**config.mk**
```make
export PLATFORM = sky130hd
export DESIGN_NAME = software_timer_bank_unit
export DESIGN_NICKNAME = d
export VERILOG_FILES = /design/src/hdl/stb_pkg.sv /design/src/hdl/software_timer_bank_unit.sv /design/src/hdl/stb_cell.sv
export SDC_FILE = /design/constraint.sdc
export NUM_CORES = 1
export LEC_CHECK = 0
export BUFFER_PORTS_ARGS = -buffer_cell sky130_fd_sc_hd__buf_2
export CELL_PAD_IN_SITES_DETAIL_PLACEMENT = 0
export CELL_PAD_IN_SITES_GLOBAL_PLACEMENT = 2
export CORE_ASPECT_RATIO = 1.25
export CORE_UTILIZATION = 42
export DETAILED_ROUTE_END_ITERATION = 10
export PLACE_DENSITY = 0.84
export SYNTH_ARGS = -nofsm -noshare
export SYNTH_HDL_FRONTEND = slang
export SYNTH_SLANG_ARGS = --single-unit
```
**constraint.sdc**
```tcl
create_clock -name clk -period 10 [get_ports clk]
set_clock_uncertainty 0.1 [all_clocks]
set_input_delay 2.5 -clock clk [delete_from_list [all_inputs] [get_ports clk]]
set_output_delay 2.5 -clock clk [all_outputs]
set_load 0.1 [all_outputs]
```
**src/hdl/stb_pkg.sv**
```systemverilog
// Shared types and constants for the software timer bank.
package stb_pkg;

	localparam int NUM_SLOTS_DEF = 8;
	localparam int SLOT_W        = 3;
	localparam int TICK_W        = 32;
	localparam int MASK_W        = 8;

	localparam logic [1:0] CMD_START = 2'd0;
	localparam logic [1:0] CMD_SWEEP = 2'd1;
	localparam logic [1:0] CMD_QUERY = 2'd2;

	typedef struct packed {
		logic [1:0]        command;
		logic [SLOT_W-1:0] timer_slot;
		logic [TICK_W-1:0] limit_ms;
		logic [TICK_W-1:0] now_ticks;
	} stb_req_t;

	typedef struct packed {
		logic              done_flag;
		logic              active_flag;
		logic [MASK_W-1:0] expired_mask;
	} stb_rsp_t;

	typedef struct packed {
		logic              vld;
		logic [TICK_W-1:0] now;
		logic [MASK_W-1:0] mask;
	} stb_sweep_t;

endpackage

```
**src/hdl/software_timer_bank_unit.sv**
```systemverilog
// Top level of the software timer bank: a chain of timer cells and the response register.
// Start, query and spare: result registered in the cycle after the request is taken.
// Sweep: a token walks the chain one cell per cycle; the final mask is registered as the result.
// Throughput: one start or query per cycle unless a response stalls; sweeps block requests.
// Reset clears every armed and expired mark and the response valid; tick and limit stay unknown.
module software_timer_bank_unit
	import stb_pkg::*;
#(
	parameter int NUM_SLOTS = NUM_SLOTS_DEF
) (
	input  logic     clk,
	input  logic     arst_n,
	input  logic     req_valid,
	output logic     req_ready,
	input  stb_req_t req,
	output logic     rsp_valid,
	input  logic     rsp_ready,
	output stb_rsp_t rsp
);

	typedef enum logic {ST_IDLE, ST_SWEEP} state_t;

	state_t             state_q;
	logic               rsp_valid_q;
	stb_rsp_t           rsp_q;
	logic               accept;
	stb_sweep_t         tok [NUM_SLOTS+1];
	logic [NUM_SLOTS-1:0] sel;
	logic [NUM_SLOTS-1:0] armed_v;
	logic [NUM_SLOTS-1:0] expired_v;
	stb_rsp_t           imm_rsp;

	assign req_ready = (state_q == ST_IDLE) && (!rsp_valid_q || rsp_ready);
	assign accept    = req_valid && req_ready;

	assign tok[0].vld  = accept && (req.command == CMD_SWEEP);
	assign tok[0].now  = req.now_ticks;
	assign tok[0].mask = '0;

	genvar gi;
	generate
		for (gi = 0; gi < NUM_SLOTS; gi++) begin : g_cell
			if (gi < (1 << SLOT_W)) begin : g_sel
				assign sel[gi] = (req.timer_slot == SLOT_W'(gi));
			end else begin : g_nosel
				assign sel[gi] = 1'b0;
			end

			stb_cell #(
				.CELL_IDX(gi)
			) u_cell (
				.clk        (clk),
				.arst_n     (arst_n),
				.start_en   (accept && (req.command == CMD_START) && sel[gi]),
				.start_now  (req.now_ticks),
				.start_limit(req.limit_ms),
				.tok_in     (tok[gi]),
				.tok_out    (tok[gi+1]),
				.armed      (armed_v[gi]),
				.expired    (expired_v[gi])
			);
		end
	endgenerate

	always_comb begin
		imm_rsp = '0;
		unique case (req.command)
			CMD_START: begin
				imm_rsp.active_flag = |sel;
			end
			CMD_QUERY: begin
				imm_rsp.done_flag   = |(expired_v & sel);
				imm_rsp.active_flag = |(armed_v & sel);
			end
			default: begin
				imm_rsp = '0;
			end
		endcase
	end

	always_ff @(posedge clk or negedge arst_n) begin
		if (!arst_n) begin
			state_q     <= ST_IDLE;
			rsp_valid_q <= 1'b0;
			rsp_q       <= '0;
		end else begin
			priority if (accept) begin
				if (req.command == CMD_SWEEP) begin
					state_q     <= ST_SWEEP;
					rsp_valid_q <= 1'b0;
				end else begin
					rsp_valid_q <= 1'b1;
					rsp_q       <= imm_rsp;
				end
			end else if (tok[NUM_SLOTS].vld) begin
				state_q            <= ST_IDLE;
				rsp_valid_q        <= 1'b1;
				rsp_q.done_flag    <= 1'b0;
				rsp_q.active_flag  <= 1'b0;
				rsp_q.expired_mask <= tok[NUM_SLOTS].mask;
			end else if (rsp_ready) begin
				rsp_valid_q <= 1'b0;
			end
		end
	end

	assign rsp_valid = rsp_valid_q;
	assign rsp       = rsp_q;

endmodule

```
**src/hdl/stb_cell.sv**
```systemverilog
// One timer slot: holds its start tick, limit and marks, and passes the sweep token on.
module stb_cell
	import stb_pkg::*;
#(
	parameter int CELL_IDX = 0
) (
	input  logic              clk,
	input  logic              arst_n,
	input  logic              start_en,
	input  logic [TICK_W-1:0] start_now,
	input  logic [TICK_W-1:0] start_limit,
	input  stb_sweep_t        tok_in,
	output stb_sweep_t        tok_out,
	output logic              armed,
	output logic              expired
);

	logic [TICK_W-1:0] start_q;
	logic [TICK_W-1:0] limit_q;
	logic              armed_q;
	logic              expired_q;
	stb_sweep_t        tok_q;
	logic [TICK_W-1:0] elapsed;
	logic              hit;
	logic [MASK_W-1:0] own_bit;

	generate
		if (CELL_IDX < MASK_W) begin : g_bit
			assign own_bit = MASK_W'(1) << CELL_IDX;
		end else begin : g_nobit
			assign own_bit = '0;
		end
	endgenerate

	assign elapsed = tok_in.now - start_q;
	assign hit     = tok_in.vld && armed_q && (elapsed >= limit_q);

	always_ff @(posedge clk) begin
		if (start_en) begin
			start_q <= start_now;
			limit_q <= start_limit;
		end
	end

	always_ff @(posedge clk or negedge arst_n) begin
		if (!arst_n) begin
			armed_q   <= 1'b0;
			expired_q <= 1'b0;
			tok_q     <= '0;
		end else begin
			if (start_en) begin
				armed_q   <= 1'b1;
				expired_q <= 1'b0;
			end else if (hit) begin
				armed_q   <= 1'b0;
				expired_q <= 1'b1;
			end
			tok_q.vld  <= tok_in.vld;
			tok_q.now  <= tok_in.now;
			tok_q.mask <= hit ? (tok_in.mask | own_bit) : tok_in.mask;
		end
	end

	assign tok_out = tok_q;
	assign armed   = armed_q;
	assign expired = expired_q;

endmodule

```
# --- Yosys cells after proc, flatten, opt, wreduce, memory -nomap -nowiden ---
# Cells that the tools add are included.
word_totals:
  out_inout_bits: 12
  n_memories: 0
  reg_bits: 808
  mem_bits_rw: 0
  mem_bits_ro: 0
  elab_cells: 189
  inputBits: 73
  latch_bits: 0
op_classes:
  order_cmp: 8
  mul: 0
  shift: 0
  div: 0
  n_bitwise: 3
  n_eq_ne: 11
  mux: 52
  addsub: 8
  reduce_logical: 47
ops:
  columns: ["operator", "n"]
  rows:
  - ["$ge 32x32->1", 8]
  - ["$sub 32x32->32", 8]
  - ["$mux 1", 41]
  - ["$mux 10", 3]
  - ["$logic_and 1x1->1", 28]
  - ["$reduce_or 8->1", 3]
  - ["$reduce_bool 2->1", 9]
  - ["$and 8x8->8", 2]
  - ["$eq 3x3->1 const B", 4]
  - ["$mux 8", 1]
  - ["$mux 7", 1]
  - ["$eq 3x2->1 const B", 2]
  - ["$mux 6", 1]
  - ["$mux 5", 1]
  - ["$mux 4", 1]
  - ["$reduce_and 2->1", 2]
  - ["$eq 3x1->1 const B", 1]
  - ["$logic_not 3->1", 1]
  - ["$mux 3", 1]
  - ["$reduce_bool 3->1", 1]
  - ["$eq 2x1->1 const B", 1]
  - ["$eq 2x2->1 const B", 1]
  - ["$logic_not 2->1", 1]
  - ["$mux 2", 1]
  - ["other kinds (6)", 6]

# --- Logic depth before layout (Yosys ltp) ---
logic_depth:
  ltp_word: 9
  ltp_mapped: 23

# --- Modules after synthesis ---
# Synthesis repeated with hierarchy kept, for this count alone.
hier_totals:
  cells_unflattened: 3996
  area_unflattened_um2: 46077.9
modules_own_cells:
  columns: ["module", "cells_each", "instances", "seq_area_each_um2", "area_per_inst_um2"]
  rows:
  - ["stb_cell at g_cell[0].u_cell ...", 479, 4, 2997.9, 5576.6]
  - ["stb_cell at g_cell[1].u_cell ...", 489, 2, 2997.9, 5703.0]
  - ["stb_cell at g_cell[7].u_cell", 540, 1, 2997.9, 5984.5]
  - ["stb_cell at g_cell[6].u_cell", 496, 1, 2997.9, 5685.5]
  - ["software_timer_bank_unit", 66, 1, 300.3, 695.7]

# --- Worst setup path after synthesis ---
# No wires, ideal clock.
synth_path:
  path_kind: "input -> register"
  start: "input port rsp_ready"
  end: "register g_cell[2].u_cell.limit_q[0], enable pin"
  path_stages: 6
  slack_ns: 0.883
  arrival_time_ns: 8.448
  path_cell_list: "nand2b_1 > and2_1 > nand2_1 > nor3_1 > nand2_1 > nor3_1"
synth_between:
  elab_chain_len: 5
synth_lines:
  columns: ["element", "line_no", "source"]
  rows:
  - ["from (decl)", "software_timer_bank_unit.sv:17", "input logic rsp_ready,"]
  - ["$logic_or 1x1->1", "software_timer_bank_unit.sv:33", "assign req_ready = (state_q == ST_IDLE) && (!rsp_valid_q || rsp_ready);"]
  - ["$logic_and 1x1->1", "software_timer_bank_unit.sv:33", null]
  - ["named net req_ready", "software_timer_bank_unit.sv:14", "output logic req_ready,"]
  - ["$logic_and 1x1->1", "software_timer_bank_unit.sv:34", "assign accept = req_valid && req_ready;"]
  - ["$logic_and 1x1->1 (2 in a row)", "software_timer_bank_unit.sv:54", ".start_en (accept && (req.command == CMD_START) && sel[gi]),"]
  - ["named net g_cell[2].u_cell.start_en", "stb_cell.sv:9", "input logic start_en,"]
  - ["to (signal assigned)", "stb_cell.sv:41", "limit_q <= start_limit;"]
  - ["to (decl)", "stb_cell.sv:19", "logic [TICK_W-1:0] limit_q;"]
# The timed path passes the listed nets, and every way through them passes these cells.
# A chain may end at the register's enable or synchronous reset.

# --- Worst setup path in the final report ---
layout_path:
  start: "input port req[0] in the netlist's numbering"
  end: "register g_cell[0].u_cell.expired_q"
layout_between:
  elab_chain_len: 4
layout_lines:
  columns: ["element", "line_no", "source"]
  rows:
  - ["from (decl)", "software_timer_bank_unit.sv:15", "input stb_req_t req,"]
  - ["$sub 32x32->32", "stb_cell.sv:35", "assign elapsed = tok_in.now - start_q;"]
  - ["$ge 32x32->1", "stb_cell.sv:36", "assign hit = tok_in.vld && armed_q && (elapsed >= limit_q);"]
  - ["$logic_and 1x1->1", "stb_cell.sv:36", null]
  - ["named net g_cell[0].u_cell.hit", "stb_cell.sv:24", "logic hit;"]
  - ["$reduce_bool 2->1 (no source line)", null, null]
  - ["to (signal assigned)", "stb_cell.sv:48", "expired_q <= 1'b0;"]
  - ["to (signal assigned)", "stb_cell.sv:53", "expired_q <= 1'b0;"]
  - ["to (signal assigned)", "stb_cell.sv:56", "expired_q <= 1'b1;"]
  - ["to (decl)", "stb_cell.sv:21", "logic expired_q;"]
# The timed path passes the listed nets, and every way through them passes these cells.

==> qor.csv <==
metric;value;unit
r2r-start;g_cell[1].u_cell.start_q[11];
multi_input_area;17600;sq um
antenna_found_initial;6;
design_area;47800;sq um
clk_pin_slew;0.06;ns
max_cap_violations;0;
post-route-min-period;6.31;ns
chipHeight;358;um
port_buffers;84;
hold_viol;0;
placement_rows;130;
viasPerCell;5.22;
start_kind;input port;
critPathCaptureType;flop;
setup_viol;0;
hp-start;g_cell[6].u_cell.tok_out[2];
synth_area_per_cell;11.7;sq um
syn_nets;4225;
rsz0062_at_grt;no;
drtIter0Drc;1457;
worst_pin_slew;1.24;ns
nets;4387;
ctsHoldBuffers;0;
grt_pass1_vias;28100;
fin_cells;5200;
cts_tree;done;
clk_latency;0.69;ns
synth_seq_cells;808;
async_flop_share;36.6;%
fin_tns_setup;0;ns
yosysSeqAreaShare;53.5;%
area_growth;12.3;%
grt_usage;20.5;%
drive_above_1_share;7.71;%
nFillCells;9249;
grt_max_degree;140;
drt-pass1-iter-count;5;
routed_wl;103000;um
drv_slew;0;
seqCellArea;22800;sq um
die_area;103000;sq um
run_status;finished clean;
ir_drop;116;uV
hold_path_class;flop to flop;
wire_per_inst;19.9;um
clk_path_buf_depth;3;
whs_path_depth;0;
design_power_total;0.00780;W
required;10.47;ns
leakage;22.1;nW
grt_pass1_wl;159000;um
criticalPathCategory;input port to flop;
cp_max_fo;10;
relSlewSlack;16.2;%
post-dp-hpwl;79200;um
post_cts_resized;0;
synth.distinct_cells;71;
final_cell_mix;inv_1 (561), edfxtp_1 (512), ha_1 (504);
root_buffer;clkbuf_16;
synth_edf_count;512;
synthFlopType;edfxtp_1;
critPathLaunch;req[0];
cellPowerDensity;163;nW/um^2
initial_core_util;42.4;%
cts_buffers;86;
final_common_cell;inv_1;
r2r_cells;16;
vias;27100;
post-cts-setup-buffers;0;
placed_cells;5034;
core-area;101000;sq um
ant_nets;0;
period_share;63.1;%
fmax;159;MHz
overflow;0;
clock-sinks;808;
gp_congestion;0.876;
die_x;287;um
critPathArrivalTime;6.77;ns
drc;0;
syn_area;42600;sq um
io_pins;85;
h-tree-depth;3;
syn_inst;3640;
placed_area;44700;sq um
ys_warn_count;0;
## synth_stat cells (all sizes together) (45+ instances only)
cell,count,area [sq um]
inv,561,2110
edfxtp,512,15400
ha,504,6310
dfrtp,296,7410
a21oi,260,1310
a21o,253,1900
xnor2,152,1330
nor2,132,495
o21ai,131,667
nand2,115,432
xor2,76,666
nand4,55,344
nand3,49,245
and3,47,309
o21a,45,338
## critical path: stages
cell	delay [ns]
buf_2	0.18
inv_1	0.06
ha_1	0.22
inv_1	0.07
fa_1	0.20
a21o_1	0.12
a21oi_1	0.10
o21ai_0	0.42
a31o_2	0.27
nand4_1	0.18
a311oi_1	0.57
nor2_1	0.14
xnor2_1	0.16
ha_1	0.30
a21o_1	0.17
a21oi_1	0.14
nor2_1	0.05
a211oi_1	0.23
o211ai_1	0.14
a2bb2oi_1	0.25
nor2_1	0.09
o21ba_2	0.20
## final cells by class
type / instances / share of cell area, %
clock buffer: 109 / 5.00
tap: 1320 / 3.45
antenna: 4 / 0.0209
sequential: 808 / 47.6
clock inverter: 53 / 1.40
timing repair buffer: 100 / 1.18
inverter: 561 / 4.40
multi-input combinational: 2245 / 36.9
## sequential cells by signal, summed over array words and instances, names as in the netlist
register	cells
g_cell.u_cell.expired	8
g_cell.u_cell.armed	8
g_cell.u_cell.tok_out	268
g_cell.u_cell.start_q	256
g_cell.u_cell.limit_q	256
rsp	10
state_q	1
rsp_valid	1
## per-stage QoR
step | util, % | setup slack, ns | hold WS [ns]
after floorplan | - | 0.883 | 0.231
after global placement | 44.5 | 2.97 | 0.231
after detailed placement | 44.5 | 2.98 | 0.236
after CTS | 47.6 | 3.70 | 0.249
after global routing | 47.6 | 3.35 | 0.258
final | 47.6 | 3.69 | 0.245
## per-layer routing
layer	vias up	global-route usage (%)	wire length (um)
met5	-	0	0
met4	0	6.88	2760
met3	144	2.11	3280
met2	458	35.1	50000
met1	13100	27.2	47400
li1	13400	-	-
## report_power, final
group | switching [W] | leakage [nW] | internal [W] | total [W]
combinational | 0.000457 | 12.4 | 0.000310 | 0.000767
clock | 0.00141 | 1.47 | 0.00198 | 0.00340
sequential | 0.0000343 | 8.19 | 0.00360 | 0.00364
## cell families after synthesis
group           Yosys count  synth area share [%]
simple gates            574                  6.84
mux                       5                 0.147
xor+xnor                228                  4.69
flops                   808                  53.5
compound gates          926                  14.4
fa+ha+maj               512                  15.2
buf+inv                 587                  5.18
## worst paths after layout
kind,endpoint,slack [ns]
max reg2reg,g_cell[1].u_cell.armed,4.25
min in group asynchronous,g_cell[6].u_cell.tok_out[38],1.75
min,g_cell[7].u_cell.tok_out[2],0.25
min reg2reg,g_cell[7].u_cell.tok_out[2],0.25
max in group asynchronous,g_cell[0].u_cell.tok_out[17],6.60
max,g_cell[0].u_cell.expired,3.69
Note: power is estimated with default switching activity, not from simulation.
